File: config.mk
export PLATFORM = sky130hd
export DESIGN_NAME = ts_packet_header_parser_unit
export DESIGN_NICKNAME = d
export VERILOG_FILES = /design/src/design/tsphp_pkg.sv /design/src/design/ts_packet_header_parser_unit.sv
export VERILOG_INCLUDE_DIRS = /design/src /design/src/design
export SDC_FILE = /design/constraint.sdc
export NUM_CORES = 1
export LEC_CHECK = 0
export BUFFER_PORTS_ARGS = -buffer_cell sky130_fd_sc_hd__buf_2
export CORE_UTILIZATION = 55
export CTS_BUF_LIST = sky130_fd_sc_hd__clkbuf_4
export DETAILED_ROUTE_END_ITERATION = 8
export GPL_TIMING_DRIVEN = 0
export PLACE_DENSITY_LB_ADDON = 0.25
export SETUP_SLACK_MARGIN = 0.5
export SYNTH_ARGS = -nofsm -noshare
export SYNTH_HDL_FRONTEND = slang
export SYNTH_SLANG_ARGS = --single-unit
File: constraint.sdc
create_clock -name aclk -period 9.3 [get_ports aclk]
set_input_delay 2.79 -clock aclk [delete_from_list [all_inputs] [get_ports aclk]]
set_output_delay 2.79 -clock aclk [all_outputs]
set_load 0.1 [all_outputs]
File: src/design/assert_macros.svh
// Assertion macros shared by the transport stream parser RTL
`ifndef ASSERT_MACROS_SVH
`define ASSERT_MACROS_SVH

// Check a condition at every clock edge outside reset
`define ASSERT_ALWAYS(label, expr, msg) \
    label: assert property (@(posedge aclk) disable iff (!aresetn) (expr)) \
        else $error(msg);

// Check that a condition implies another in the same cycle
`define ASSERT_IMPLY(label, ante, cons, msg) \
    label: assert property (@(posedge aclk) disable iff (!aresetn) (ante) |-> (cons)) \
        else $error(msg);

`endif

File: src/design/tsphp_pkg.sv
// Types and constants of the transport stream packet header parser
`timescale 1ns / 1ps
`default_nettype none

package tsphp_pkg;

    // Record kinds carried on the result tuser
    typedef enum logic [1:0] {
        KIND_HEADER   = 2'd0,
        KIND_PAYLOAD  = 2'd1,
        KIND_SYNC_ERR = 2'd2
    } kind_t;

    localparam logic [7:0] SYNC_BYTE    = 8'h47;
    localparam logic [7:0] TS_LEN       = 8'd188;
    localparam logic [7:0] TC_LEN       = 8'd192;
    localparam logic [7:0] TC_PREFIX    = 8'd4;
    localparam logic [7:0] LAST_IDX     = 8'd187;
    localparam logic [7:0] PCR_MIN_LEN  = 8'd7;

    // Transport header byte positions
    localparam logic [7:0] T_SYNC       = 8'd0;
    localparam logic [7:0] T_PID_HI     = 8'd1;
    localparam logic [7:0] T_PID_LO     = 8'd2;
    localparam logic [7:0] T_CTRL       = 8'd3;
    localparam logic [7:0] T_ADAPT_LEN  = 8'd4;
    localparam logic [7:0] T_ADAPT_FLG  = 8'd5;
    localparam logic [7:0] T_PCR_FIRST  = 8'd6;
    localparam logic [7:0] T_PCR_LAST8  = 8'd9;
    localparam logic [7:0] T_PCR_BIT    = 8'd10;

    // Control byte and adaptation flag bits
    localparam int CTRL_ADAPT_BIT   = 5;
    localparam int CTRL_PAYLOAD_BIT = 4;
    localparam int ADAPT_PCR_BIT    = 4;

    localparam int PCR_W   = 33;
    localparam int TDATA_W = 72;

endpackage

`default_nettype wire

File: src/design/ts_packet_header_parser_unit.sv
// Transport stream packet header parser: byte stream in, header and payload records out
`timescale 1ns / 1ps
`default_nettype none
`include "assert_macros.svh"

// Takes one transport stream byte per transfer, one in every cycle as long as
// the result side keeps up; a record that waits in the output register while
// m_tready is low holds the input until it is taken. Each byte is decoded in
// one pass against the packet state and its record (if any) is valid in the
// cycle after the byte is taken. Packets are 188 bytes, or 192 bytes with a
// 4-byte timecode prefix that is dropped when timecode_mode is set (write it
// only while the stream is idle). A bad sync byte gives one sync error record
// and the rest of that packet is dropped. A good packet gives one header record
// on its last header byte, then one record per payload byte with tlast on the
// final byte of the packet. The PCR base is reported only when the adaptation
// field is at least 7 bytes long and its PCR flag is set.
module ts_packet_header_parser_unit
    import tsphp_pkg::*;
(
    input  wire logic                 aclk,
    input  wire logic                 aresetn,
    // Configuration: timecode_mode
    input  wire logic                 cfg_wr_en,
    input  wire logic                 cfg_wr_data,
    // Input stream
    input  wire logic                 s_tvalid,
    output logic                      s_tready,
    input  wire logic [7:0]           s_tdata,   // [7:0] in_byte
    // Result stream
    output logic                      m_tvalid,
    input  wire logic                 m_tready,
    // [12:0] pid, [13] unit_start, [14] transport_error, [15] priority_res,
    // [17:16] scrambling, [21:18] continuity, [22] has_payload, [23] pcr_valid,
    // [56:24] pcr_base, [64:57] data_byte, [71:65] zero
    output logic [TDATA_W-1:0]        m_tdata,
    output logic [1:0]                m_tuser,   // [1:0] kind
    output logic                      m_tlast    // last
);

    // Packet state
    logic              timecode_mode_reg;
    logic [7:0]        byte_pos_reg,    byte_pos_next;
    logic [12:0]       pid_reg,         pid_next;
    logic [2:0]        flag_bits_reg,   flag_bits_next;
    logic [7:0]        ctrl_byte_reg,   ctrl_byte_next;
    logic [7:0]        adapt_len_reg,   adapt_len_next;
    logic [7:0]        adapt_flags_reg, adapt_flags_next;
    logic [PCR_W-1:0]  pcr_shift_reg,   pcr_shift_next;
    logic              skip_packet_reg, skip_packet_next;

    // Output register
    logic                m_tvalid_reg;
    logic [TDATA_W-1:0]  m_tdata_reg,  m_tdata_next;
    logic [1:0]          m_tuser_reg,  m_tuser_next;
    logic                m_tlast_reg,  m_tlast_next;

    logic              s_accept;
    logic              emit;
    logic [7:0]        plen;
    logic [7:0]        off;
    logic [8:0]        pos_inc;
    logic              in_range;
    logic [7:0]        t_idx;
    logic [8:0]        adapt_end;
    logic [8:0]        adapt_tail;
    logic [7:0]        hdr_end;
    logic              has_payload;
    logic              pcr_valid;
    logic [PCR_W-1:0]  pcr_out;
    logic [TDATA_W-1:0] hdr_fields;

    assign s_tready = !m_tvalid_reg || m_tready;
    assign s_accept = s_tvalid && s_tready;

    // Packet geometry for the current mode
    assign plen     = timecode_mode_reg ? TC_LEN : TS_LEN;
    assign off      = timecode_mode_reg ? TC_PREFIX : 8'd0;
    assign pos_inc  = {1'b0, byte_pos_reg} + 9'd1;
    assign in_range = (byte_pos_reg >= off) && (byte_pos_reg < plen);
    assign t_idx    = byte_pos_reg - off;

    // Update the packet state from one byte
    always_comb begin
        byte_pos_next    = (pos_inc >= {1'b0, plen}) ? 8'd0 : pos_inc[7:0];
        pid_next         = pid_reg;
        flag_bits_next   = flag_bits_reg;
        ctrl_byte_next   = ctrl_byte_reg;
        adapt_len_next   = adapt_len_reg;
        adapt_flags_next = adapt_flags_reg;
        pcr_shift_next   = pcr_shift_reg;
        skip_packet_next = skip_packet_reg;

        if (in_range) begin
            if (t_idx == T_SYNC) begin
                skip_packet_next = (s_tdata != SYNC_BYTE);
            end else if (!skip_packet_reg) begin
                // Capture header fields
                if (t_idx == T_PID_HI) begin
                    flag_bits_next = s_tdata[7:5];
                    pid_next       = {s_tdata[4:0], pid_reg[7:0]};
                end else if (t_idx == T_PID_LO) begin
                    pid_next = {pid_reg[12:8], s_tdata};
                end else if (t_idx == T_CTRL) begin
                    ctrl_byte_next   = s_tdata;
                    adapt_len_next   = '0;
                    adapt_flags_next = '0;
                    pcr_shift_next   = '0;
                end else if (ctrl_byte_reg[CTRL_ADAPT_BIT] && t_idx <= T_PCR_BIT) begin
                    if (t_idx == T_ADAPT_LEN) begin
                        adapt_len_next = s_tdata;
                    end else if (t_idx == T_ADAPT_FLG) begin
                        adapt_flags_next = s_tdata;
                    end else if (t_idx inside {[T_PCR_FIRST:T_PCR_LAST8]}) begin
                        pcr_shift_next = {pcr_shift_reg[PCR_W-9:0], s_tdata};
                    end else begin
                        pcr_shift_next = {pcr_shift_reg[PCR_W-2:0], s_tdata[7]};
                    end
                end
            end
        end
    end

    // Header end and payload presence from the updated header state
    assign adapt_end  = {1'b0, adapt_len_next} + 9'd4;
    assign adapt_tail = {1'b0, adapt_len_next} + 9'd5;
    assign hdr_end    = !ctrl_byte_next[CTRL_ADAPT_BIT] ? T_CTRL :
                        (adapt_end > {1'b0, LAST_IDX}) ? LAST_IDX : adapt_end[7:0];
    assign has_payload = ctrl_byte_next[CTRL_PAYLOAD_BIT] &&
                         (!ctrl_byte_next[CTRL_ADAPT_BIT] || adapt_tail < {1'b0, TS_LEN});
    assign pcr_valid  = ctrl_byte_next[CTRL_ADAPT_BIT] && (adapt_len_next >= PCR_MIN_LEN) &&
                        adapt_flags_next[ADAPT_PCR_BIT];
    assign pcr_out    = pcr_valid ? pcr_shift_next : '0;

    // Pack the header fields shared by header and payload records
    always_comb begin
        hdr_fields        = '0;
        hdr_fields[12:0]  = pid_next;
        hdr_fields[13]    = flag_bits_next[1];
        hdr_fields[14]    = flag_bits_next[2];
        hdr_fields[15]    = flag_bits_next[0];
        hdr_fields[17:16] = ctrl_byte_next[7:6];
        hdr_fields[21:18] = ctrl_byte_next[3:0];
        hdr_fields[22]    = has_payload;
        hdr_fields[23]    = pcr_valid;
        hdr_fields[56:24] = pcr_out;
    end

    // Build the record for one byte: sync error, header or payload
    always_comb begin
        emit         = 1'b0;
        m_tdata_next = '0;
        m_tuser_next = KIND_HEADER;
        m_tlast_next = 1'b0;

        if (in_range) begin
            if (t_idx == T_SYNC) begin
                if (s_tdata != SYNC_BYTE) begin
                    emit         = 1'b1;
                    m_tuser_next = KIND_SYNC_ERR;
                end
            end else if (!skip_packet_reg && t_idx >= T_CTRL) begin
                if (t_idx == hdr_end) begin
                    emit         = 1'b1;
                    m_tdata_next = hdr_fields;
                    m_tuser_next = KIND_HEADER;
                end else if (t_idx > hdr_end) begin
                    emit         = has_payload;
                    m_tdata_next = hdr_fields;
                    m_tdata_next[64:57] = s_tdata;
                    m_tuser_next = KIND_PAYLOAD;
                    m_tlast_next = (t_idx == LAST_IDX);
                end
            end
        end
    end

    // Configuration register
    always_ff @(posedge aclk) begin
        if (!aresetn) begin
            timecode_mode_reg <= 1'b0;
        end else if (cfg_wr_en) begin
            timecode_mode_reg <= cfg_wr_data;
        end
    end

    // Advance packet state on each accepted byte
    always_ff @(posedge aclk) begin
        if (!aresetn) begin
            byte_pos_reg    <= '0;
            pid_reg         <= '0;
            flag_bits_reg   <= '0;
            ctrl_byte_reg   <= '0;
            adapt_len_reg   <= '0;
            adapt_flags_reg <= '0;
            pcr_shift_reg   <= '0;
            skip_packet_reg <= 1'b0;
        end else if (s_accept) begin
            byte_pos_reg    <= byte_pos_next;
            pid_reg         <= pid_next;
            flag_bits_reg   <= flag_bits_next;
            ctrl_byte_reg   <= ctrl_byte_next;
            adapt_len_reg   <= adapt_len_next;
            adapt_flags_reg <= adapt_flags_next;
            pcr_shift_reg   <= pcr_shift_next;
            skip_packet_reg <= skip_packet_next;
        end
    end

    // Hold the result until the transfer completes
    always_ff @(posedge aclk) begin
        if (!aresetn) begin
            m_tvalid_reg <= 1'b0;
        end else if (s_accept) begin
            m_tvalid_reg <= emit;
        end else if (m_tready) begin
            m_tvalid_reg <= 1'b0;
        end
    end

    always_ff @(posedge aclk) begin
        if (s_accept && emit) begin
            m_tdata_reg <= m_tdata_next;
            m_tuser_reg <= m_tuser_next;
            m_tlast_reg <= m_tlast_next;
        end
    end

    assign m_tvalid = m_tvalid_reg;
    assign m_tdata  = m_tdata_reg;
    assign m_tuser  = m_tuser_reg;
    assign m_tlast  = m_tlast_reg;

    `ASSERT_ALWAYS(a_pos_bound, byte_pos_reg < TC_LEN, "byte position beyond packet")
    `ASSERT_IMPLY(a_last_payload, m_tvalid && m_tlast, m_tuser == KIND_PAYLOAD,
                  "tlast on non-payload record")
    `ASSERT_IMPLY(a_err_clean, m_tvalid && m_tuser == KIND_SYNC_ERR,
                  m_tdata == '0 && !m_tlast, "sync error record carries fields")
    `ASSERT_IMPLY(a_pcr_zero, m_tvalid && !m_tdata[23], m_tdata[56:24] == '0,
                  "PCR base without PCR valid")
    `ASSERT_IMPLY(a_payload_flag, m_tvalid && m_tuser == KIND_PAYLOAD, m_tdata[22],
                  "payload record without payload")

endmodule

`default_nettype wire

; Word level (Yosys, flattened, before mapping)
; Cells that the tools add are included.
[word_totals]
regBits = 156
out_inout_bits = 77
[classes]
n_addsub = 4
n_lt_le_gt_ge = 11
eq_ne = 9
n_mux = 63
bitwise = 7
reduce_logical = 23
[ops]
columns = op, count
row1 = $mux 33, 11
row2 = $mux 8, 18
row3 = $mux 57, 2
row4 = $mux 13, 4
row5 = $mux 5, 9
row6 = $add 8x3->9 const B, 2
row7 = $eq 8x2->1 const B, 2
row8 = $eq 8x3->1 const B, 2
row9 = $ge 8x3->1 const B, 2
row10 = $le 8x4->1 const B, 2
row11 = $mux 3, 5
row12 = $mux 1, 11
row13 = $add 8x1->9 const B, 1
row14 = $ge 9x8->1, 1
row15 = $gt 9x8->1 const B, 1
row16 = $logic_and 1x1->1, 9
row17 = $lt 9x8->1 const B, 1
row18 = $reduce_and 9->1, 1
row19 = $eq 8x1->1 const B, 1
row20 = $eq 8x8->1, 1
row21 = $eq 8x8->1 const B, 1
row22 = $ge 8x2->1 const B, 1
row23 = $ge 8x3->1, 1
row24 = $gt 8x8->1, 1
row25 = 15 further kinds, 27

; Depth between registers and ports, before layout
; Gate-level depths: netlist (run 1).
[logic_depth]
word_depth = 22
depth_mapped = 28

; Worst setup path after synthesis (run 1)
; Ideal clock, no wire load.
[synth_path]
kind = input to register
from = in s_tdata[3]
to = reg m_tdata_reg[0] (netlist: m_tdata[0]), enable pin
setup_ps = 516
t_arrival_ps = 9263
slack_ps = -479
stages = 20
n_path_buf = 0
path_cell_list = mux2i_1 nor2_1 ha_1 nand2_1 a2111oi_0 a21o_1 a21oi_1 a41o_1 a31oi_1 nand2_1 or3_1 ha_1 nor2b_1 o21ai_0 nand2b_1 a21oi_1 or3b_2 o22ai_1 o21ai_0 a21oi_1
[synth_via]
elab_chain_cells = 19
word_cells_on_any_way = 26
[synth_rtl]
columns = item, line
row1 = start: declaration, ts_packet_header_parser_unit.sv:28  ; input wire logic [7:0] s_tdata,
row2 = $mux 8 *, ts_packet_header_parser_unit.sv:109  ; if (t_idx == T_ADAPT_LEN) begin
row3 = $mux 8 *, ts_packet_header_parser_unit.sv:108  ; end else if (ctrl_byte_reg[CTRL_ADAPT_BIT] && t_idx <= T_PCR_BIT) begin
row4 = $mux 8 *, ts_packet_header_parser_unit.sv:103  ; end else if (t_idx == T_CTRL) begin
row5 = $mux 8 *, ts_packet_header_parser_unit.sv:101  ; end else if (t_idx == T_PID_LO) begin
row6 = $mux 8 *, ts_packet_header_parser_unit.sv:98  ; if (t_idx == T_PID_HI) begin
row7 = $mux 8 *, ts_packet_header_parser_unit.sv:96  ; end else if (!skip_packet_reg) begin
row8 = $mux 8 *, ts_packet_header_parser_unit.sv:94  ; if (t_idx == T_SYNC) begin
row9 = $mux 8 *, ts_packet_header_parser_unit.sv:93  ; if (in_range) begin
row10 = net adapt_len_next[3], ts_packet_header_parser_unit.sv:46  ; logic [7:0] adapt_len_reg, adapt_len_next;
row11 = [3 not listed], -
row12 = $mux 8, ts_packet_header_parser_unit.sv:126  ; assign hdr_end = !ctrl_byte_next[CTRL_ADAPT_BIT] ? T_CTRL :
row13 = $gt 8x8->1, ts_packet_header_parser_unit.sv:166  ; end else if (t_idx > hdr_end) begin
row14 = $mux 1, ts_packet_header_parser_unit.sv:166
row15 = $mux 1 *, ts_packet_header_parser_unit.sv:162  ; if (t_idx == hdr_end) begin
row16 = $mux 1 *, ts_packet_header_parser_unit.sv:161  ; end else if (!skip_packet_reg && t_idx >= T_CTRL) begin
row17 = $mux 1 *, ts_packet_header_parser_unit.sv:156  ; if (t_idx == T_SYNC) begin
row18 = $mux 1 *, ts_packet_header_parser_unit.sv:155  ; if (in_range) begin
row19 = $logic_and 1x1->1 *, ts_packet_header_parser_unit.sv:221  ; if (s_accept && emit) begin
row20 = end signal: assignment, ts_packet_header_parser_unit.sv:222  ; m_tdata_reg <= m_tdata_next;
row21 = end: declaration, ts_packet_header_parser_unit.sv:53  ; logic [TDATA_W-1:0] m_tdata_reg, m_tdata_next;
; Mark *: on every way through the listed nets, which the timed path passes. The rest lies on a longest branch.
; A chain may end at the register's enable or synchronous reset.

; Worst setup path in the final report (run 1)
[layout_path]
from = in s_tdata[3]
to = reg m_tuser_reg[0] (netlist: m_tuser[0]), enable pin
[layout_via]
elab_chain_cells = 19
word_cells_on_any_way = 26
[layout_rtl]
columns = item, line
row1 = $mux 8 *, ts_packet_header_parser_unit.sv:109
row2 = $mux 8 *, ts_packet_header_parser_unit.sv:108
row3 = $mux 8 *, ts_packet_header_parser_unit.sv:103
row4 = $mux 8 *, ts_packet_header_parser_unit.sv:101
row5 = $mux 8 *, ts_packet_header_parser_unit.sv:98
row6 = $mux 8 *, ts_packet_header_parser_unit.sv:96
row7 = $mux 8 *, ts_packet_header_parser_unit.sv:94
row8 = $mux 8 *, ts_packet_header_parser_unit.sv:93
row9 = net adapt_len_next[3], ts_packet_header_parser_unit.sv:46
row10 = [3 not listed], -
row11 = $mux 8, ts_packet_header_parser_unit.sv:126
row12 = $gt 8x8->1, ts_packet_header_parser_unit.sv:166
row13 = $mux 1, ts_packet_header_parser_unit.sv:166
row14 = $mux 1 *, ts_packet_header_parser_unit.sv:162
row15 = $mux 1 *, ts_packet_header_parser_unit.sv:161
row16 = $mux 1 *, ts_packet_header_parser_unit.sv:156
row17 = $mux 1 *, ts_packet_header_parser_unit.sv:155
row18 = $logic_and 1x1->1 *, ts_packet_header_parser_unit.sv:221
row19 = end signal: assignment, ts_packet_header_parser_unit.sv:223  ; m_tuser_reg <= m_tuser_next;
row20 = end: declaration, ts_packet_header_parser_unit.sv:54  ; logic [1:0] m_tuser_reg, m_tuser_next;
; Marks and branches as above.

==> results.json, run 1 <==
{
  "outcome": "completed",
  "synth.avg_cell_area_um2": 8.919,
  "coreArea_um2": 14590,
  "period_share": 0.8304,
  "ioPinCount": 91,
  "drtPass1Iterations": 5,
  "yosysUniqueCellTypes": 67,
  "pre_cts_slack_ns": 1.042,
  "cp.required_ns": 9.57,
  "rrSetupSlack_ns": 1.58,
  "cap_viol_max_count": 0,
  "rsz0062_at_grt": "false",
  "slew_violations": 0,
  "synthArstFlopShare": 0,
  "totalWireLength_um": 20860,
  "synth_top_family_by_area": "simple AND/OR/NAND/NOR gates",
  "hpwl_um": 14890,
  "gp_congestion": 0.9073,
  "numCtsBuffers": 17,
  "worstHoldPathCells": 2,
  "vdd_drop_max_mv": 0.08955,
  "vias": 7201,
  "grt_pass1_wl_um": 33850,
  "cts_tree": "built",
  "antenna_found_initial": 0,
  "die_width_um": 124.5,
  "setup_ws_ns": 1.577,
  "synth_most_common_cell": "nand2_1",
  "clock_sinks": 145,
  "largest_register_ffs": 65,
  "yosys.area.top_type_share": 0.2475,
  "synthMuxAreaShare": 0.06915,
  "io_buffers": 82,
  "synthesis.area_um2": 8250,
  "skew_ns": 0.02171,
  "die_y_um": 124.5,
  "end_kind": "flip-flop",
  "grt.overflow.total": 0,
  "n_fill_cell": 1281,
  "holdWs_ns": 0.4641,
  "reg2regPathDepth": 29,
  "rows": 44,
  "ctsHtreeMaxLevel": 4,
  "synthAdderAreaFrac": 0.04246,
  "route.detailed.drc": 0,
  "fin_area_um2": 9243,
  "seq_area_frac_synth": 0.4343,
  "synth-edff-count": 68,
  "clk_latency_ns": 0.58,
  "hold_viol": 0,
  "synth-warning-count": 0,
  "drive_gt1_frac": 0.1624,
  "dp.cells": 1199,
  "setup_viol": 0,
  "worstHoldEndpoint": "pid_reg[6]",
  "synth_area_leaders": "edfxtp_1, dfxtp_1, nand2_1",
  "slew-limit-headroom": 0.3304,
  "fin_util": 0.6335,
  "yosysTopAreaCell": "edfxtp_1",
  "cts_resized": 0,
  "nNetsFinal": 1076,
  "hp-class": "flip-flop to flip-flop",
  "avgRoutedWirePerCell_um": 16.95,
  "power.density_nw_per_um2": 163.6,
  "drt_iter0_markers": 691,
  "ctsHoldBuffers": 0,
  "fin_crit_ns": 7.723,
  "dieArea_um2": 15490,
  "start_util": 0.5655,
  "fmax_mhz": 129.5,
  "path_max_fanout": 30,
  "rr_startpoint": "timecode_mode_reg",
  "ys.flop_type": "dfxtp_1",
  "p_leak_nw": 3.593,
  "antenna_left": 0,
  "cp_data_arrival_time_ns": 8.00,
  "post-cts-setup-buffers": 0,
  "fin_setup_tns_ns": 0,
  "clockBufferDepth": 2,
  "grt_pass1_vias": 6552,
  "power_mw": 1.512,
  "synth_compound_area_frac": 0.1561,
  "final_cells": 1231,
  "diodes": 0,
  "ys_ff_latch": 145,
  "cts_root_buf": "clkbuf_4",
  "avgViaCountPerCell": 5.850,
  "tightestPinTransition_ns": 0.9791,
  "synthCells": 925,
  "synth_simple_gate_area_frac": 0.2302,
  "grt_usage": 0.2744,
  "grt_max_degree": 31,
  "worstSetupPathType": "input pin to flip-flop",
  "hold_path_startpoint": "pid_reg[6]",
  "synth_common_cells": "nand2_1, a21oi_1, dfxtp_1",
  "r2r_end": "m_tuser[0]",
  "syn2layout_area_growth_pct": 12.03,
  "synthXorXnorAreaFrac": 0.01668,
  "place_area_um2": 8965,
  "startpoint_type": "input pin",
  "clk_pin_slew_ns": 0.12
}
area by class of cell:
class | instances | area, um2 | share of cell area
Tap cell | 184 | 230.2 | 0.02491
Sequential cell | 145 | 3583 | 0.3877
Inverter | 15 | 56.30 | 0.006092
Buffer | 77 | 361.6 | 0.03912
Clock buffer | 19 | 142.6 | 0.01543
Timing Repair Buffer | 84 | 450.4 | 0.04873
Clock inverter | 13 | 135.1 | 0.01462
Multi-Input combinational cell | 694 | 4283 | 0.4634
where the power goes:
group          total, mW  leakage (nW)  switching (mW)  internal (mW)
combinational      0.388          2.17           0.304         0.0849
clock              0.410         0.147           0.244          0.166
sequential         0.713          1.27          0.0150          0.698
logic make-up (layout without fill, tap and decap cells):
logic type | Yosys count | in the layout
simple gates | 385 | 385
compound gates | 203 | 203
flops | 145 | 145
buf+inv | 92 | 208
mux | 57 | 57
fa+ha+maj | 28 | 28
xor+xnor | 14 | 14
other cells | 1 | 7
worst max-delay path by stage:
stage | depth (start not counted) | slack [ns] | from | endpoint
final | 23 | 1.58 | s_tdata[3] | m_tuser[0]
after global routing | 29 | 1.00 | timecode_mode_reg | m_tdata[60]
after CTS | 23 | 1.61 | s_tdata[3] | m_tuser[0]
after detailed placement | 23 | 1.04 | s_tdata[3] | m_tdata[59]
after global placement | 21 | -0.78 | s_tdata[3] | m_tdata[59]
after floorplan | 20 | 0.86 | s_tdata[3] | m_tdata[0]
metal layers:
metal | part of all wire | track usage | up-vias
met5 | 0 | 0 | -
li1 | - | - | 3493
met2 | 0.46 | 0.4235 | 286
met4 | 0.025 | 0.09497 | 0
met1 | 0.45 | 0.3816 | 3380
met3 | 0.069 | 0.05627 | 42
layout by cell type, fill, tap and decap left out, types with 14 or more instances in the layout:
cell type,n
dfxtp_1,77
nand3_1,45
buf_2,89
inv_1,14
mux2i_1,57
nor3_1,27
nor2_1,72
o21ai_0,23
a21oi_1,96
nor3b_1,16
clkbuf_4,19
ha_1,28
a21boi_0,26
clkbuf_1,47
nor3_2,19
nand2_1,154
edfxtp_1,68
worst max-delay path, stage by stage:
cell and delay, ns:
buf_2 0.12, mux2i_1 0.07, nor2_1 0.34, ha_1 0.35, nand2_1 0.09, a2111oi_0 0.32, a21o_1 0.22, a21oi_1 0.09
a41o_1 0.28, a31oi_1 0.17, nand2_1 0.16, or3_1 0.39, ha_1 0.19, nor2b_1 0.10, o21ai_0 0.08, nand2b_1 0.07
a21oi_1 0.10, or3b_2 0.47, o22ai_1 0.18, o21ai_0 0.28, a21oi_4 0.62, buf_12 0.27, buf_12 0.21
Power figures use the tool's default switching activity.
==> run 2, diff against run 1 <==
ABC_AREA = 1   (was unset)
clock period = 7 ns   (was 9.3 ns; I/O delays follow)
==> results.json, run 2 <==
{
  "outcome": "completed",
  "clock_sinks": 145,
  "clk_latency_ns": 0.58,
  "intPower_mw": 1.290,
  "fin_setup_tns_ns": 0,
  "startpoint_type": "flip-flop",
  "fin_util": 0.6446,
  "crit_cells": 28,
  "drive_gt1_frac": 0.1727,
  "rows": 42,
  "slew_violations": 0,
  "cts_tree": "built",
  "cts_root_buf": "clkbuf_4",
  "vdd_drop_max_mv": 0.08895,
  "avgRoutedWirePerCell_um": 15.30,
  "clkPwrFrac": 0.251,
  "avgViaCountPerCell": 5.561,
  "hold_viol": 0,
  "final_cells": 1254,
  "synthesis.area_um2": 7729,
  "reg2regPathDepth": 28,
  "cp_data_arrival_time_ns": 6.01,
  "period_share": 0.8289,
  "r2r_end": "m_tdata[54]",
  "setup_viol": 0,
  "hold_path_startpoint": "skip_packet_reg",
  "slew-limit-headroom": 0.4131,
  "largest_register_ffs": 65,
  "die_width_um": 120.5,
  "dieArea_um2": 14530,
  "totalWireLength_um": 19180,
  "layout_common_cells": "nand2_1, o21ai_0, inv_1",
  "synth_most_common_cell": "nand2_1",
  "p_seq_frac": 0.470,
  "hp-class": "flip-flop to flip-flop",
  "synth.avg_cell_area_um2": 8.084,
  "fmax_mhz": 172.3,
  "antenna_found_initial": 1,
  "grt_max_degree": 69,
  "ys_ff_latch": 145,
  "yosysUniqueCellTypes": 40,
  "p_comb_frac": 0.278,
  "final-seq-area_um2": 3583,
  "cp.required_ns": 7.21,
  "crit_start": "timecode_mode_reg",
  "cap_viol_max_count": 0,
  "clk_pin_slew_ns": 0.12,
  "end_kind": "flip-flop",
  "clockBufferDepth": 2,
  "synth_common_cells": "nand2_1, o21ai_0, inv_1",
  "synthCells": 956,
  "cp.buffers_inverters": 3,
  "synth_area_leaders": "edfxtp_1, dfxtp_1, nand2_1",
  "cts_resized": 0,
  "final_common_cell": "nand2_1",
  "n_fill_cell": 1232,
  "ioPinCount": 91,
  "slowest_stage": "nand2_4",
  "die_y_um": 120.5,
  "hpwl_um": 13730,
  "switching_share": 0.3880,
  "place_area_um2": 8394,
  "worstSetupPathType": "flip-flop to flip-flop",
  "p_leak_nw": 3.693,
  "syn2layout_area_growth_pct": 12.21,
  "rsz0062_at_grt": "false",
  "yosys.area.top_type_share": 0.2642,
  "numCtsBuffers": 17,
  "rr_startpoint": "timecode_mode_reg",
  "synthArstFlopShare": 0,
  "coreArea_um2": 13450,
  "fin_crit_ns": 5.802,
  "tightestPinTransition_ns": 0.8804,
  "dp.cells": 1221,
  "io_buffers": 83,
  "grt_usage": 0.2745,
  "skew_ns": 0.01959,
  "grt_pass1_vias": 6122,
  "path_delay_family": "simple AND/OR/NAND/NOR gates",
  "p_switching_uw": 817.8,
  "ys.flop_type": "dfxtp_1",
  "multi_input_area_um2": 3503,
  "route.detailed.drc": 0,
  "post-cts-setup-buffers": 0,
  "power.density_nw_per_um2": 243.0,
  "ctsHoldBuffers": 0,
  "power_mw": 2.108,
  "nNetsFinal": 1106,
  "ctsHtreeMaxLevel": 4,
  "synth-edff-count": 68,
  "endpoint": "m_tdata[54]",
  "antenna_left": 0,
  "drt_iter0_markers": 912,
  "synth-warning-count": 0,
  "grt.overflow.total": 0,
  "rrSetupSlack_ns": 1.20,
  "path_max_fanout": 68,
  "cpPeakStageDelay_ns": 0.62,
  "drtPass1Iterations": 6,
  "gp_congestion": 0.9379,
  "seq_area_frac_synth": 0.4637,
  "grt_pass1_wl_um": 30860,
  "fin_area_um2": 8672,
  "vias": 6974,
  "start_util": 0.5745,
  "yosysTopAreaCell": "edfxtp_1"
}
-- run 2: cell types whose count changed after synthesis, moves of 9 or more --
| cell | before | now |
|---|---|---|
| nor2_1 | 72 | 91 |
| mux2i_1 | 57 | 0 |
| o21ai_0 | 23 | 110 |
| a21boi_0 | 26 | 0 |
| nor2b_1 | 11 | 0 |
| o211ai_1 | 2 | 59 |
| nor3_1 | 27 | 17 |
| inv_1 | 14 | 95 |
| nand2_2 | 0 | 9 |
| nor2_2 | 0 | 32 |
| nor3_2 | 19 | 0 |
| nor3b_1 | 16 | 0 |
| nand3_1 | 45 | 26 |
-- run 2: logic make-up (layout without fill, tap and decap cells) --
family,Yosys count,in the layout,synth area share
AND/OR/NAND/NOR,344,344,0.1986
adder cells (fa/ha/maj),28,28,0.04533
XOR/XNOR,4,4,0.004534
AO/OA/AOI/OAI,273,273,0.2004
buffers and inverters,161,276,0.08693
other,1,8,0.0004852
flip-flops,145,145,0.4637
-- run 2: power by group through the flow --
stage	Sequential (mW)	Combinational [mW]	Clock [mW]
finish	0.992	0.587	0.529
global route	0.998	0.629	0.571
CTS	0.991	0.582	0.537
detailed placement	1.01	0.581	0
global placement	1.01	0.572	0
floorplan	1.21	0.266	0
-- run 2: layout make-up --
cell class / instances / area share
Buffer: 59 / 0.03318
Inverter: 102 / 0.04429
Clock buffer: 18 / 0.01558
Antenna cell: 1 / 0.0002886
Timing Repair Buffer: 83 / 0.04790
Clock inverter: 14 / 0.01616
Tap cell: 176 / 0.02539
Multi-Input combinational cell: 656 / 0.4040
Sequential cell: 145 / 0.4132
-- run 2: per-stage QoR --
| step | hold slack [ns] | setup WS [ns] |
|---|---|---|
| 2_1_floorplan | 0.4542 | 0.7021 |
| 3_3_place_gp | 0.4628 | -0.6779 |
| 3_5_place_dp | 0.4691 | 0.7743 |
| 4_1_cts | 0.4898 | 1.175 |
| 5_1_grt | 0.5054 | 0.5893 |
| 6_report | 0.4889 | 1.198 |
-- run 2: worst register-to-register path: cells and delay by family (launching register included) --
kind,cells,cell delay (ns)
adders and majority gates,3,0.99
AOI/OAI and AO/OA,2,0.28
and+or+nand+nor,20,3.09
DFF,1,0.56
buffers and inverters,3,0.41
-- run 2: how the worst min path moves through the flow --
stage | to | slack, ns | depth (start not counted)
floorplan | skip_packet_reg | 0.45 | 2
global placement | skip_packet_reg | 0.46 | 2
detailed placement | skip_packet_reg | 0.47 | 2
CTS | skip_packet_reg | 0.49 | 2
global route | skip_packet_reg | 0.51 | 2
finish | skip_packet_reg | 0.49 | 2
-- run 2: layer usage --
layer / GRT usage / wire length, um / vias up / share of wire
met3: 0.05000 / 1609 / 23 / 0.084
li1: - / - / 3450 / -
met1: 0.4089 / 8861 / 3200 / 0.46
met5: 0 / 0 / - / 0
met2: 0.3998 / 8418 / 301 / 0.44
met4: 0.09336 / 291 / 0 / 0.015
